**config.mk**
```make
export PLATFORM = sky130hd
export DESIGN_NAME = tlge_mem
export DESIGN_NICKNAME = d
export VERILOG_FILES = /design/src/hdl/assert_macros.svh /design/src/hdl/tlge_pkg.sv /design/src/hdl/tlge_mem.sv
export SDC_FILE = /design/constraint.sdc
export NUM_CORES = 2
export LEC_CHECK = 0
export BUFFER_PORTS_ARGS = -buffer_cell sky130_fd_sc_hd__clkbuf_2
export CAP_MARGIN = 20
export CELL_PAD_IN_SITES_DETAIL_PLACEMENT = 0
export CELL_PAD_IN_SITES_GLOBAL_PLACEMENT = 1
export CORE_ASPECT_RATIO = 2
export CORE_MARGIN = 3
export CORE_UTILIZATION = 35
export DETAILED_ROUTE_END_ITERATION = 6
export PLACE_DENSITY_LB_ADDON = 0.12
export SYNTH_ARGS = -nofsm -noshare
export SYNTH_HDL_FRONTEND = slang
export SYNTH_SLANG_ARGS = --single-unit
```
**constraint.sdc**
```tcl
create_clock -name clk -period 9.6 [get_ports clk]
set_input_delay 1.92 -clock clk [delete_from_list [all_inputs] [get_ports clk]]
set_output_delay 1.92 -clock clk [all_outputs]
set_load 0.01 [all_outputs]
```
**src/hdl/assert_macros.svh**
```systemverilog
// Assertion macros shared by the RTL of the life grid engine.
// No dependencies; include by bare file name.
`ifndef ASSERT_MACROS_SVH
`define ASSERT_MACROS_SVH

// Clocked assertion, disabled while reset is high.
`define TLGE_ASSERT(lbl, clk, rst, prop, msg) \
  lbl: assert property (@(posedge clk) disable iff (rst) (prop)) else $error(msg);

// Clocked assertion, checked in every cycle including reset.
`define TLGE_ASSERT_ALWAYS(lbl, clk, prop, msg) \
  lbl: assert property (@(posedge clk) (prop)) else $error(msg);

`endif

```
**src/hdl/tlge_pkg.sv**
```systemverilog
// Shared types and constants for the toroidal life grid engine.
// No dependencies.
package tlge_pkg;

  localparam int ROWS_DEF = 64;
  localparam int COLS_DEF = 64;

  localparam logic [3:0] KEEP_COUNT  = 4'd2;
  localparam logic [3:0] BIRTH_COUNT = 4'd3;

  typedef enum logic [1:0] {
    ACT_WRITE = 2'd0,
    ACT_READ  = 2'd1,
    ACT_STEP  = 2'd2,
    ACT_CLEAR = 2'd3
  } action_t;

  typedef struct packed {
    logic up;
    logic mid;
    logic dn;
  } win_t;

endpackage

```
**src/hdl/tlge_mem.sv**
```systemverilog
// Grid row store: one write port, one read port with registered read data.
// Depends on tlge_pkg.
module tlge_mem import tlge_pkg::*; #(
  parameter int ROWS = ROWS_DEF,
  parameter int COLS = COLS_DEF,
  localparam int RW = $clog2(ROWS)
) (
  input  logic            clk,
  input  logic            we,
  input  logic [RW-1:0]   waddr,
  input  logic [COLS-1:0] wdata,
  input  logic [RW-1:0]   raddr,
  output logic [COLS-1:0] rdata
);

  logic [COLS-1:0] mem [ROWS];

  always_ff @(posedge clk) begin
    if (we) begin
      mem[waddr] <= wdata;
    end
  end

  always_ff @(posedge clk) begin
    rdata <= mem[raddr];
  end

endmodule

```
==> After elaboration in Yosys (flattened, before gate mapping) <==
Memories as Yosys holds them, arrays and structs flattened. A register that Yosys moved wholly into a read port is not among the register bits.
Index checks and enable logic that the tools add are counted.
{ "totals": {"mem_bits_rw": 4096, "mem_count": 1, "ff_bits": 0, "inputBits": 78, "word_cells": 3, "out_inout_bits": 64} }
{ "memory_table": {"columns": ["name", "depth", "width", "read_ports", "rd_clocked_by_memory_dff", "wr", "line", "source"], "rows": [
  ["mem", 64, 64, 1, 1, 1, "tlge_mem.sv:16", "logic [COLS-1:0] mem [ROWS];"]
]} }
{ "classes": {"mux": 2} }
{ "ops": {"columns": ["cell", "count"], "rows": [
  ["$mux 1", 2]
]} }

==> Logic depth before layout (Yosys ltp) <==
{ "logic_depth": {"ltp_word": 2, "depth_mapped": 9} }

==> Least setup slack after synthesis <==
Ideal clock, no wire load.
{ "synth_timing": {"path_type": "input to register", "startpoint": "input port waddr[3]", "endpoint": "memory mem[48][0] in the netlist's numbering, enable pin", "path_stages": 4, "arrival_time_ns": 6.792, "slack_ns": 2.244, "setup_ns": 0.564, "path_cell_list": "clkbuf_1 nor2b_1 nand4b_1 nor3_1"} }
{ "synth_lines": {"columns": ["element", "line", "source"], "rows": [
  ["from (decl)", "tlge_mem.sv:10", "input logic [RW-1:0] waddr,"],
  ["to (decl)", "tlge_mem.sv:16", null]
]} }
Straight into the memory's write port.

==> flow_summary.ini <==
[synth]
yosysWarnings = 0
synth_top_area_cell = edfxtp_1
ys_ff_latch = 4160
synth_edf_count = 4096
synthTopCellsByArea = edfxtp_1 (79%), mux4_2 (15%), mux2i_1 (0.86%)
netlist_area_mm2 = 0.156
muxShareOfSynthArea = 0.156
yosys.cell_types.count = 33
synth_nets = 6676
seq_area_frac_synth = 0.795
synth_ff_type = edfxtp_1
synth_xor_area_frac = 0
syn_inst = 6598
synthAdderAreaFrac = 0
synth_top_family_by_area = multiplexers
async_flop_share = 0
synth-simple-area-share = 0.0124
synth-compound-area-share = 0.0248
yosysTopAreaCellShare = 0.787
synth_area_per_cell_um2 = 23.7

[timing]
holdWs_ps = 844
finalMaxSlewViolations = 0
finalHoldViolations = 0
period_share = 0.502
rsz0062_at_grt = false
period_needed_ps = 4820
setup_violations = 0
max_freq_mhz = 208
relSlewSlack = 0.258
setup-tns-final_ps = 0
skew_ps = 35.2
tightest_slew_ps = 1110

[pwr]
switchingPower_mw = 8.17
p_seq_frac = 0.532
clkPwrFrac = 0.420
power.total_mw = 37.9
comb_power_share = 0.048
p_int_mw = 29.8
switching_share = 0.215
peakVddDrop_uv = 154
power.static_leakage_nw = 55.2
power.density_mw_per_mm2 = 212

[grt]
grt_max_degree = 99
grt_overflow = 0
grt_pass1_vias = 78700
grt_pass1_wl_um = 686000
antenna_found_initial = 37
grt_usage = 0.220

[route]
viasPerCell = 5.54
drt_iter0_drc = 6929
wl_per_cell_um = 38.0
drt_wl_total_um = 505000
final_antenna_net_count = 0
drc = 0
via_count = 73500
drtPass1Iterations = 5

[floorplan]
start_util = 0.352
core-area_mm2 = 0.444
die_x_um = 479
rows = 346
io_pins = 142
dieHeight_um = 951
die_area_mm2 = 0.455

[critical_path]
reg2reg_depth = 5
startpoint_type = primary input
r2r_start = mem[54][20]$_DFFE_PP_
worstPathArrival_ps = 5590
r2r_slack_ps = 7460
required_ps = 10380
cp_max_fo = 67
critical_path_class = in -> reg
r2r_end = rdata[20]$_DFF_P_
critPathCaptureType = flop

[cells_and_area]
regArea_mm2 = 0.124
fin_area_mm2 = 0.179
final_cell_mix = edfxtp_1 (4096), mux4_2 (1024), clkbuf_16 (389)
area_growth_pct = 14.7
final_nets = 7113
instances_no_fill = 13300
fill_cells = 39200
drive_above_1_share = 0.289
final_common_cell = edfxtp_1
multi_input_area_mm2 = 0.0308

[clocking]
clock_latency_ps = 960
clk_path_buf_depth = 4
root_buffer = clkbuf_16
clkSinkCount = 4160
cts_buffers = 384
cts_tree = done
cts_resized = 0
htreeDepth = 5
post_cts_buffers = 0
hold_buffers = 0
path_clk_slew_ps = 70

[placed_design]
place_congestion = 0.733
hpwl_um = 274000
dp.cells = 12500
dpl_cell_area_mm2 = 0.166
portBuffers = 141

[min_path]
holdCritStartpoint = mem[36][12]$_DFFE_PP_
holdPathEnd = rdata[12]$_DFF_P_
whs_path_depth = 4
hp-class = reg -> reg

[outcome]
outcome = finished, final reports clean

[flow_run]
maxCapViolations = 0
## flip-flops by register name, indices dropped and copies added, names as in the netlist
name / flops
mem: 4096
rdata: 64
## worst max-delay path, cell delays in order
cell      delay, ps
buf_8           360
buf_12          520
buf_4           790
mux4_2          620
or2_2           350
a41oi_2         660
a211oi_1         80
## power groups by stage
stage | sequential [mW] | combinational, mW | clock [mW]
floorplan | 20.6 | 0.937 | 0
global placement | 20.6 | 1.81 | 0
detailed placement | 20.6 | 1.83 | 0
CTS | 20.2 | 1.84 | 16.3
global route | 20.2 | 1.94 | 16.9
finish | 20.2 | 1.82 | 15.9
## cell type report
class,instances,share of cell area
Multi-Input combinational cell,2049,0.172
Antenna cell,5,0.0000698
Sequential cell,4160,0.693
Tap cell,5916,0.0413
Clock inverter,229,0.0145
Inverter,19,0.000398
Timing Repair Buffer,421,0.0222
Clock buffer,470,0.0569
## cell usage after synthesis (45+ instances only)
master,n
edfxtp_1,4096
mux4_2,1024
buf_2,170
a22oi_1,168
clkbuf_1,140
mux2i_1,135
nor2_1,112
a22o_1,88
o22ai_1,83
and3_1,64
dfxtp_1,64
a211oi_1,63
nand2_1,58
nand3_1,45
## metrics by stage
step / utilization / setup WS, ps
2_1_floorplan: - / 2240
3_3_place_gp: 0.373 / 3360
3_5_place_dp: 0.373 / 3790
4_1_cts: 0.402 / 4850
5_1_grt: 0.404 / 4550
6_report: 0.404 / 4780
## routing by layer
| metal | up-vias | part of all wire | track usage |
|---|---|---|---|
| li1 | 29300 | - | - |
| met1 | 41600 | 0.36 | 0.252 |
| met2 | 1918 | 0.57 | 0.430 |
| met3 | 643 | 0.036 | 0.0224 |
| met4 | 10 | 0.028 | 0.0574 |
| met5 | - | 0.00011 | 0 |
## cells by family (layout without fill, tap and decap cells)
group                  Yosys count  after routing
buffers and inverters          389           1139
multiplexers                  1159           1159
other                            0              5
AO/OA/AOI/OAI                  504            504
flip-flops                    4160           4160
AND/OR/NAND/NOR                386            386
## worst max path at each step
stage / start / end / slack (ps) / depth (start not counted)
after floorplan: waddr[3] / mem[48][0]$_DFFE_PP_ / 2240 / 4
after CTS: raddr[1] / rdata[20]$_DFF_P_ / 4850 / 7
after global placement: raddr[1] / rdata[20]$_DFF_P_ / 3360 / 7
after detailed placement: raddr[0] / rdata[28]$_DFF_P_ / 3790 / 8
final: raddr[1] / rdata[20]$_DFF_P_ / 4780 / 7
after global routing: raddr[0] / rdata[28]$_DFF_P_ / 4550 / 8
Note: power is estimated with default switching activity, not from simulation.
