<file path="config.mk">
export PLATFORM = sky130hd
export DESIGN_NAME = tlge_cell
export DESIGN_NICKNAME = d
export VERILOG_FILES = /design/src/hdl/assert_macros.svh /design/src/hdl/tlge_pkg.sv /design/src/hdl/tlge_cell.sv
export SDC_FILE = /design/constraint.sdc
export NUM_CORES = 1
export LEC_CHECK = 0
export BUFFER_PORTS_ARGS = -buffer_cell sky130_fd_sc_hd__buf_2
export CAP_MARGIN = 10
export CELL_PAD_IN_SITES_DETAIL_PLACEMENT = 0
export CELL_PAD_IN_SITES_GLOBAL_PLACEMENT = 1
export CORE_AREA = 2 2 39 41
export DETAILED_ROUTE_END_ITERATION = 6
export DIE_AREA = 0 0 41 43
export PLACE_DENSITY = 0.62
export SLEW_MARGIN = 20
export SYNTH_ARGS = -nofsm -noshare
export SYNTH_HDL_FRONTEND = slang
export SYNTH_SLANG_ARGS = --single-unit
</file>
<file path="constraint.sdc">
create_clock -name clk -period 3.55 [get_ports clk]
set_input_delay 0.1775 -clock clk [delete_from_list [all_inputs] [get_ports clk]]
set_output_delay 0.1775 -clock clk [all_outputs]
set_load 0.05 [all_outputs]
</file>
<file path="src/hdl/assert_macros.svh">
// Assertion macros shared by the RTL of the life grid engine.
// No dependencies; include by bare file name.
`ifndef ASSERT_MACROS_SVH
`define ASSERT_MACROS_SVH

// Clocked assertion, disabled while reset is high.
`define TLGE_ASSERT(lbl, clk, rst, prop, msg) \
  lbl: assert property (@(posedge clk) disable iff (rst) (prop)) else $error(msg);

// Clocked assertion, checked in every cycle including reset.
`define TLGE_ASSERT_ALWAYS(lbl, clk, prop, msg) \
  lbl: assert property (@(posedge clk) (prop)) else $error(msg);

`endif

</file>
<file path="src/hdl/tlge_pkg.sv">
// Shared types and constants for the toroidal life grid engine.
// No dependencies.
package tlge_pkg;

  localparam int ROWS_DEF = 64;
  localparam int COLS_DEF = 64;

  localparam logic [3:0] KEEP_COUNT  = 4'd2;
  localparam logic [3:0] BIRTH_COUNT = 4'd3;

  typedef enum logic [1:0] {
    ACT_WRITE = 2'd0,
    ACT_READ  = 2'd1,
    ACT_STEP  = 2'd2,
    ACT_CLEAR = 2'd3
  } action_t;

  typedef struct packed {
    logic up;
    logic mid;
    logic dn;
  } win_t;

endpackage

</file>
<file path="src/hdl/tlge_cell.sv">
// One column cell of the generation chain: a three-row vertical window and the life rule.
// Depends on tlge_pkg.
module tlge_cell import tlge_pkg::*; (
  input  logic clk,
  input  logic shift,
  input  logic din,
  input  win_t lwin,
  input  win_t rwin,
  output win_t win,
  output logic nxt
);

  logic [3:0] count;

  always_ff @(posedge clk) begin
    if (shift) begin
      win.up  <= win.mid;
      win.mid <= win.dn;
      win.dn  <= din;
    end
  end

  always_comb begin
    count = 4'(lwin.up) + 4'(lwin.mid) + 4'(lwin.dn)
          + 4'(rwin.up) + 4'(rwin.mid) + 4'(rwin.dn)
          + 4'(win.up) + 4'(win.dn);
    nxt = (count == BIRTH_COUNT) || (win.mid && (count == KEEP_COUNT));
  end

endmodule

</file>
# ---- Yosys cells after proc, flatten, opt, wreduce, memory -nomap -nowiden
# Index checks and enable logic that the tools add are counted.
dict set report classes {
  add_sub_neg 7
  eq_ne 2
  n_reduce_logical 2
}
# cell n
set op_table {}
lappend op_table {{$add A4 B1 Y4} 4}
lappend op_table {{$eq A4 B2 Y1 const B} 2}
lappend op_table {{$add A3 B1 Y4} 1}
lappend op_table {{$add A2 B1 Y3} 1}
lappend op_table {{$add A1 B1 Y2} 1}
lappend op_table {{$logic_and A1 B1 Y1} 1}
lappend op_table {{$logic_or A1 B1 Y1} 1}
dict set report totals {
  ff_bits 3
  in_bits 9
  out_inout_bits 4
  word_cells 14
}

# ---- Depth between registers and ports, before layout
dict set report depth {
  depth_word 10
  mapped_depth 9
  ltp_nobuf 9
}

# ---- Worst setup path before layout
# OpenSTA, ideal clock, no wires.
dict set report synth_timing {
  path_type {register -> output}
  start {reg win[0] (netlist bit)}
  end {out nxt}
  arrival_ns 3.331
  t_required_ns 3.372
  setup_slack_ns 0.042
  path_stages_with_launch 9
  n_path_buf 0
  cell_sequence {edfxtp_1 > inv_1 > fa_1 > fa_1 > inv_1 > ha_1 > fa_1 > or2_0 > a21oi_1}
}
dict set report synth_via {
  elab_chain_len 4
}
# item line
set synth_lines {}
lappend synth_lines {{start: declaration} tlge_cell.sv:9} ;# output win_t win,
lappend synth_lines {{$add A4 B1 Y4 (*)} tlge_cell.sv:26} ;# + 4'(win.up) + 4'(win.dn);
lappend synth_lines {{$eq A4 B2 Y1} tlge_cell.sv:27} ;# nxt = (count == BIRTH_COUNT) || (win.mid && (count == KEEP_COUNT));
lappend synth_lines {{$logic_and A1 B1 Y1} tlge_cell.sv:27}
lappend synth_lines {{$logic_or A1 B1 Y1 (*)} tlge_cell.sv:27}
lappend synth_lines {{end: declaration} tlge_cell.sv:10} ;# output logic nxt
# Every way passes the cells marked *; elsewhere a longest branch is shown, timed or not.

# ---- Worst setup path in the final report
dict set report layout_timing {
  start {in lwin[0] (netlist bit)}
  end {out nxt}
}
dict set report layout_via {
  elab_chain_len 9
}
# item line
set layout_lines {}
lappend layout_lines {{start: declaration} tlge_cell.sv:7} ;# input win_t lwin,
lappend layout_lines {{$add A2 B1 Y3 (*)} tlge_cell.sv:24} ;# count = 4'(lwin.up) + 4'(lwin.mid) + 4'(lwin.dn)
lappend layout_lines {{$add A3 B1 Y4 (*)} tlge_cell.sv:25} ;# + 4'(rwin.up) + 4'(rwin.mid) + 4'(rwin.dn)
lappend layout_lines {{$add A4 B1 Y4 (*) (2 in series)} tlge_cell.sv:25}
lappend layout_lines {{$add A4 B1 Y4 (*) (2 in series)} tlge_cell.sv:26}
lappend layout_lines {{$eq A4 B2 Y1} tlge_cell.sv:27}
lappend layout_lines {{$logic_and A1 B1 Y1} tlge_cell.sv:27}
lappend layout_lines {{$logic_or A1 B1 Y1 (*)} tlge_cell.sv:27}
# Marked as above.

==> flow_metrics.tcl <==
set metrics [dict create \
    outcome "completed" \
    first_pass_iters 4 \
    vdd_ir_drop_max_mv 0.159 \
    vias_per_cell 3.57 \
    tightest_slew_ns 0.250 \
    rsz0062_at_grt "no" \
    clock_path_buffers 2 \
    ys_types 8 \
    finalPower_mw 0.191 \
    largest_reg_flops 3 \
    finalCriticalPeriod_ns 3.22 \
    diodes 0 \
    end_kind "output port" \
    regMostFlops "win" \
    hold_path_class "in2reg" \
    finalInstanceArea_um2 382 \
    die_h_um 43 \
    cts-htree-levels 1 \
    p_leak_nw 0.211 \
    grt_pass1_wl_um 807 \
    critPathSlowestCell "fa_1" \
    drive_gt1_share_pct 35.7 \
    crit_fanout 2 \
    fp.dieArea_mm2 0.00176 \
    grt-ovfl-total 0 \
    antenna_found_initial 0 \
    nFillCells 151 \
    wire_per_inst_um 8.17 \
    slew_headroom_pct 83.4 \
    fp-row-count 14 \
    die_x_um 41 \
    top_regs "win: 3 flops" \
    cts_tree "done" \
    fin_nets 59 \
    p_per_area_mw_per_mm2 499 \
    drc_errors 0 \
    clockRootBuffer "clkbuf_4" \
    cp_common_cell "fa_1" \
    critical_path_cell_count 11 \
    io_buffers 12 \
    skew_ns 0.00268 \
    crit_path_max_incr_delay_ns 0.54 \
    start_util_pct 19.9 \
    synth_cells 26 \
    synth_top_area_cell "edfxtp_1" \
    crit_chain "buf_2, inv_1, fa_1, fa_1, fa_1, inv_1, ha_1, fa_1, or2_0, a21oi_1, buf_2" \
    fmax_ghz 0.310 \
    wirelength_um 474 \
    synth_top_area_share_pct 32.7 \
    cts_resized 0 \
    cap_violations 0 \
    min_period_over_period_pct 90.8 \
    clk_pin_slew_ns 0.04 \
    core-area_mm2 0.00138 \
    worstPathArrival_ns 3.05 \
    place_area_um2 355 \
    setup_tns_ns 0 \
    critPathBufInv 4 \
    start_kind "input pin" \
    setup_viol 0 \
    synth_nets 42 \
    clock_latency_ns 0.24 \
    drtAntennaViolNets 0 \
    syn_avg_cell_area_um2 10.6 \
    syn2layout_area_growth_pct 38.6 \
    r2r_cells 0 \
    vias 207 \
    ys_seq_area_share_pct 32.7 \
    hold_depth 1 \
    cp_data_required_time_ns 3.37 \
    grt_pass1_vias 208 \
    cts_setup_buffers 0 \
    finalMaxSlewViolations 0 \
    place_hpwl_um 367 \
    ctsHoldBuffers 0 \
    synthTopCellsByArea "edfxtp_1, fa_1, inv_1" \
    cts_sinks 3 \
    io_pins 13 \
    synth-seq-cells 3 \
    final-hold-violation-count 0 \
    numCtsBuffers 3 \
    drtIter0Drc 4 \
    grt_max_degree 4 \
    worstSetupPathType "in2out" \
    syn_area_um2 275 \
    synth_warnings 0 \
    grt_usage_pct 7.51 \
    gp_congestion 0.611 \
    path_delay_family "adder cells" \
]
==> path summary, 6_finish.rpt <==
| path | end | from | slack (ns) |
|---|---|---|---|
| worst max-delay path | nxt | lwin[0] | 0.33 |
| worst min-delay path | win[0]$_DFFE_PP_ | din | 0.12 |
| worst max register to register | win[2]$_DFFE_PP_ | win[1]$_DFFE_PP_ | 2.89 |
| worst min register to register | win[1]$_DFFE_PP_ | win[0]$_DFFE_PP_ | 0.48 |
==> cells by family after synthesis <==
logic type / after synthesis / synth area share, %
adders and majority gates: 7 / 42.7
AOI/OAI and AO/OA: 3 / 5.45
and+or+nand+nor: 2 / 4.09
buffers and inverters: 11 / 15.0
DFF: 3 / 32.7
==> cells in the mapped netlist <==
cell	n
inv_1	11
fa_1	4
edfxtp_1	3
ha_1	3
a21oi_1	2
nand3_1	1
o21ai_0	1
or2_0	1
==> power by group <==
part,internal (mW),switching [mW]
sequential,0.0422,0.00146
combinational,0.0293,0.0564
clock,0.0422,0.0190
total,0.114,0.0769
==> cell type report <==
cell class / count / area, um^2 / share of cell area, %
multi-input combinational: 12 / 144 / 37.7
sequential: 3 / 90.1 / 23.6
timing repair buffer: 12 / 60.1 / 15.7
inverter: 11 / 41.3 / 10.8
clock buffer: 4 / 26.3 / 6.89
tap: 16 / 20.0 / 5.25
==> routing by layer <==
layer / up-vias / global-route usage (%) / share of wire (%)
met5: - / 0 / 0
met3: 0 / 4.71 / 9.9
met1: 87 / 8.67 / 42
met2: 11 / 10.3 / 49
li1: 109 / - / -
met4: 0 / 4.00 / 0
==> metrics by stage <==
stage / instances / util, % / worst slack, ns / hold slack, ns
global route: 58 / 27.6 / 0.197 / 0.118
finish: 58 / 27.6 / 0.325 / 0.119
floorplan: 26 / - / 0.0417 / 0.276
CTS: 58 / 27.6 / 0.320 / 0.108
global placement: 54 / 25.7 / 0.342 / 0.355
detailed placement: 54 / 25.7 / 0.322 / 0.357
==> placed cells by master, fill, tap and decap left out <==
master,count
buf_2,12
inv_1,11
fa_1,4
ha_1,3
clkbuf_4,3
edfxtp_1,3
a21oi_1,2
nand3_1,1
or2_0,1
o21ai_0,1
clkbuf_1,1
Note: power is estimated with default switching activity, not from simulation.
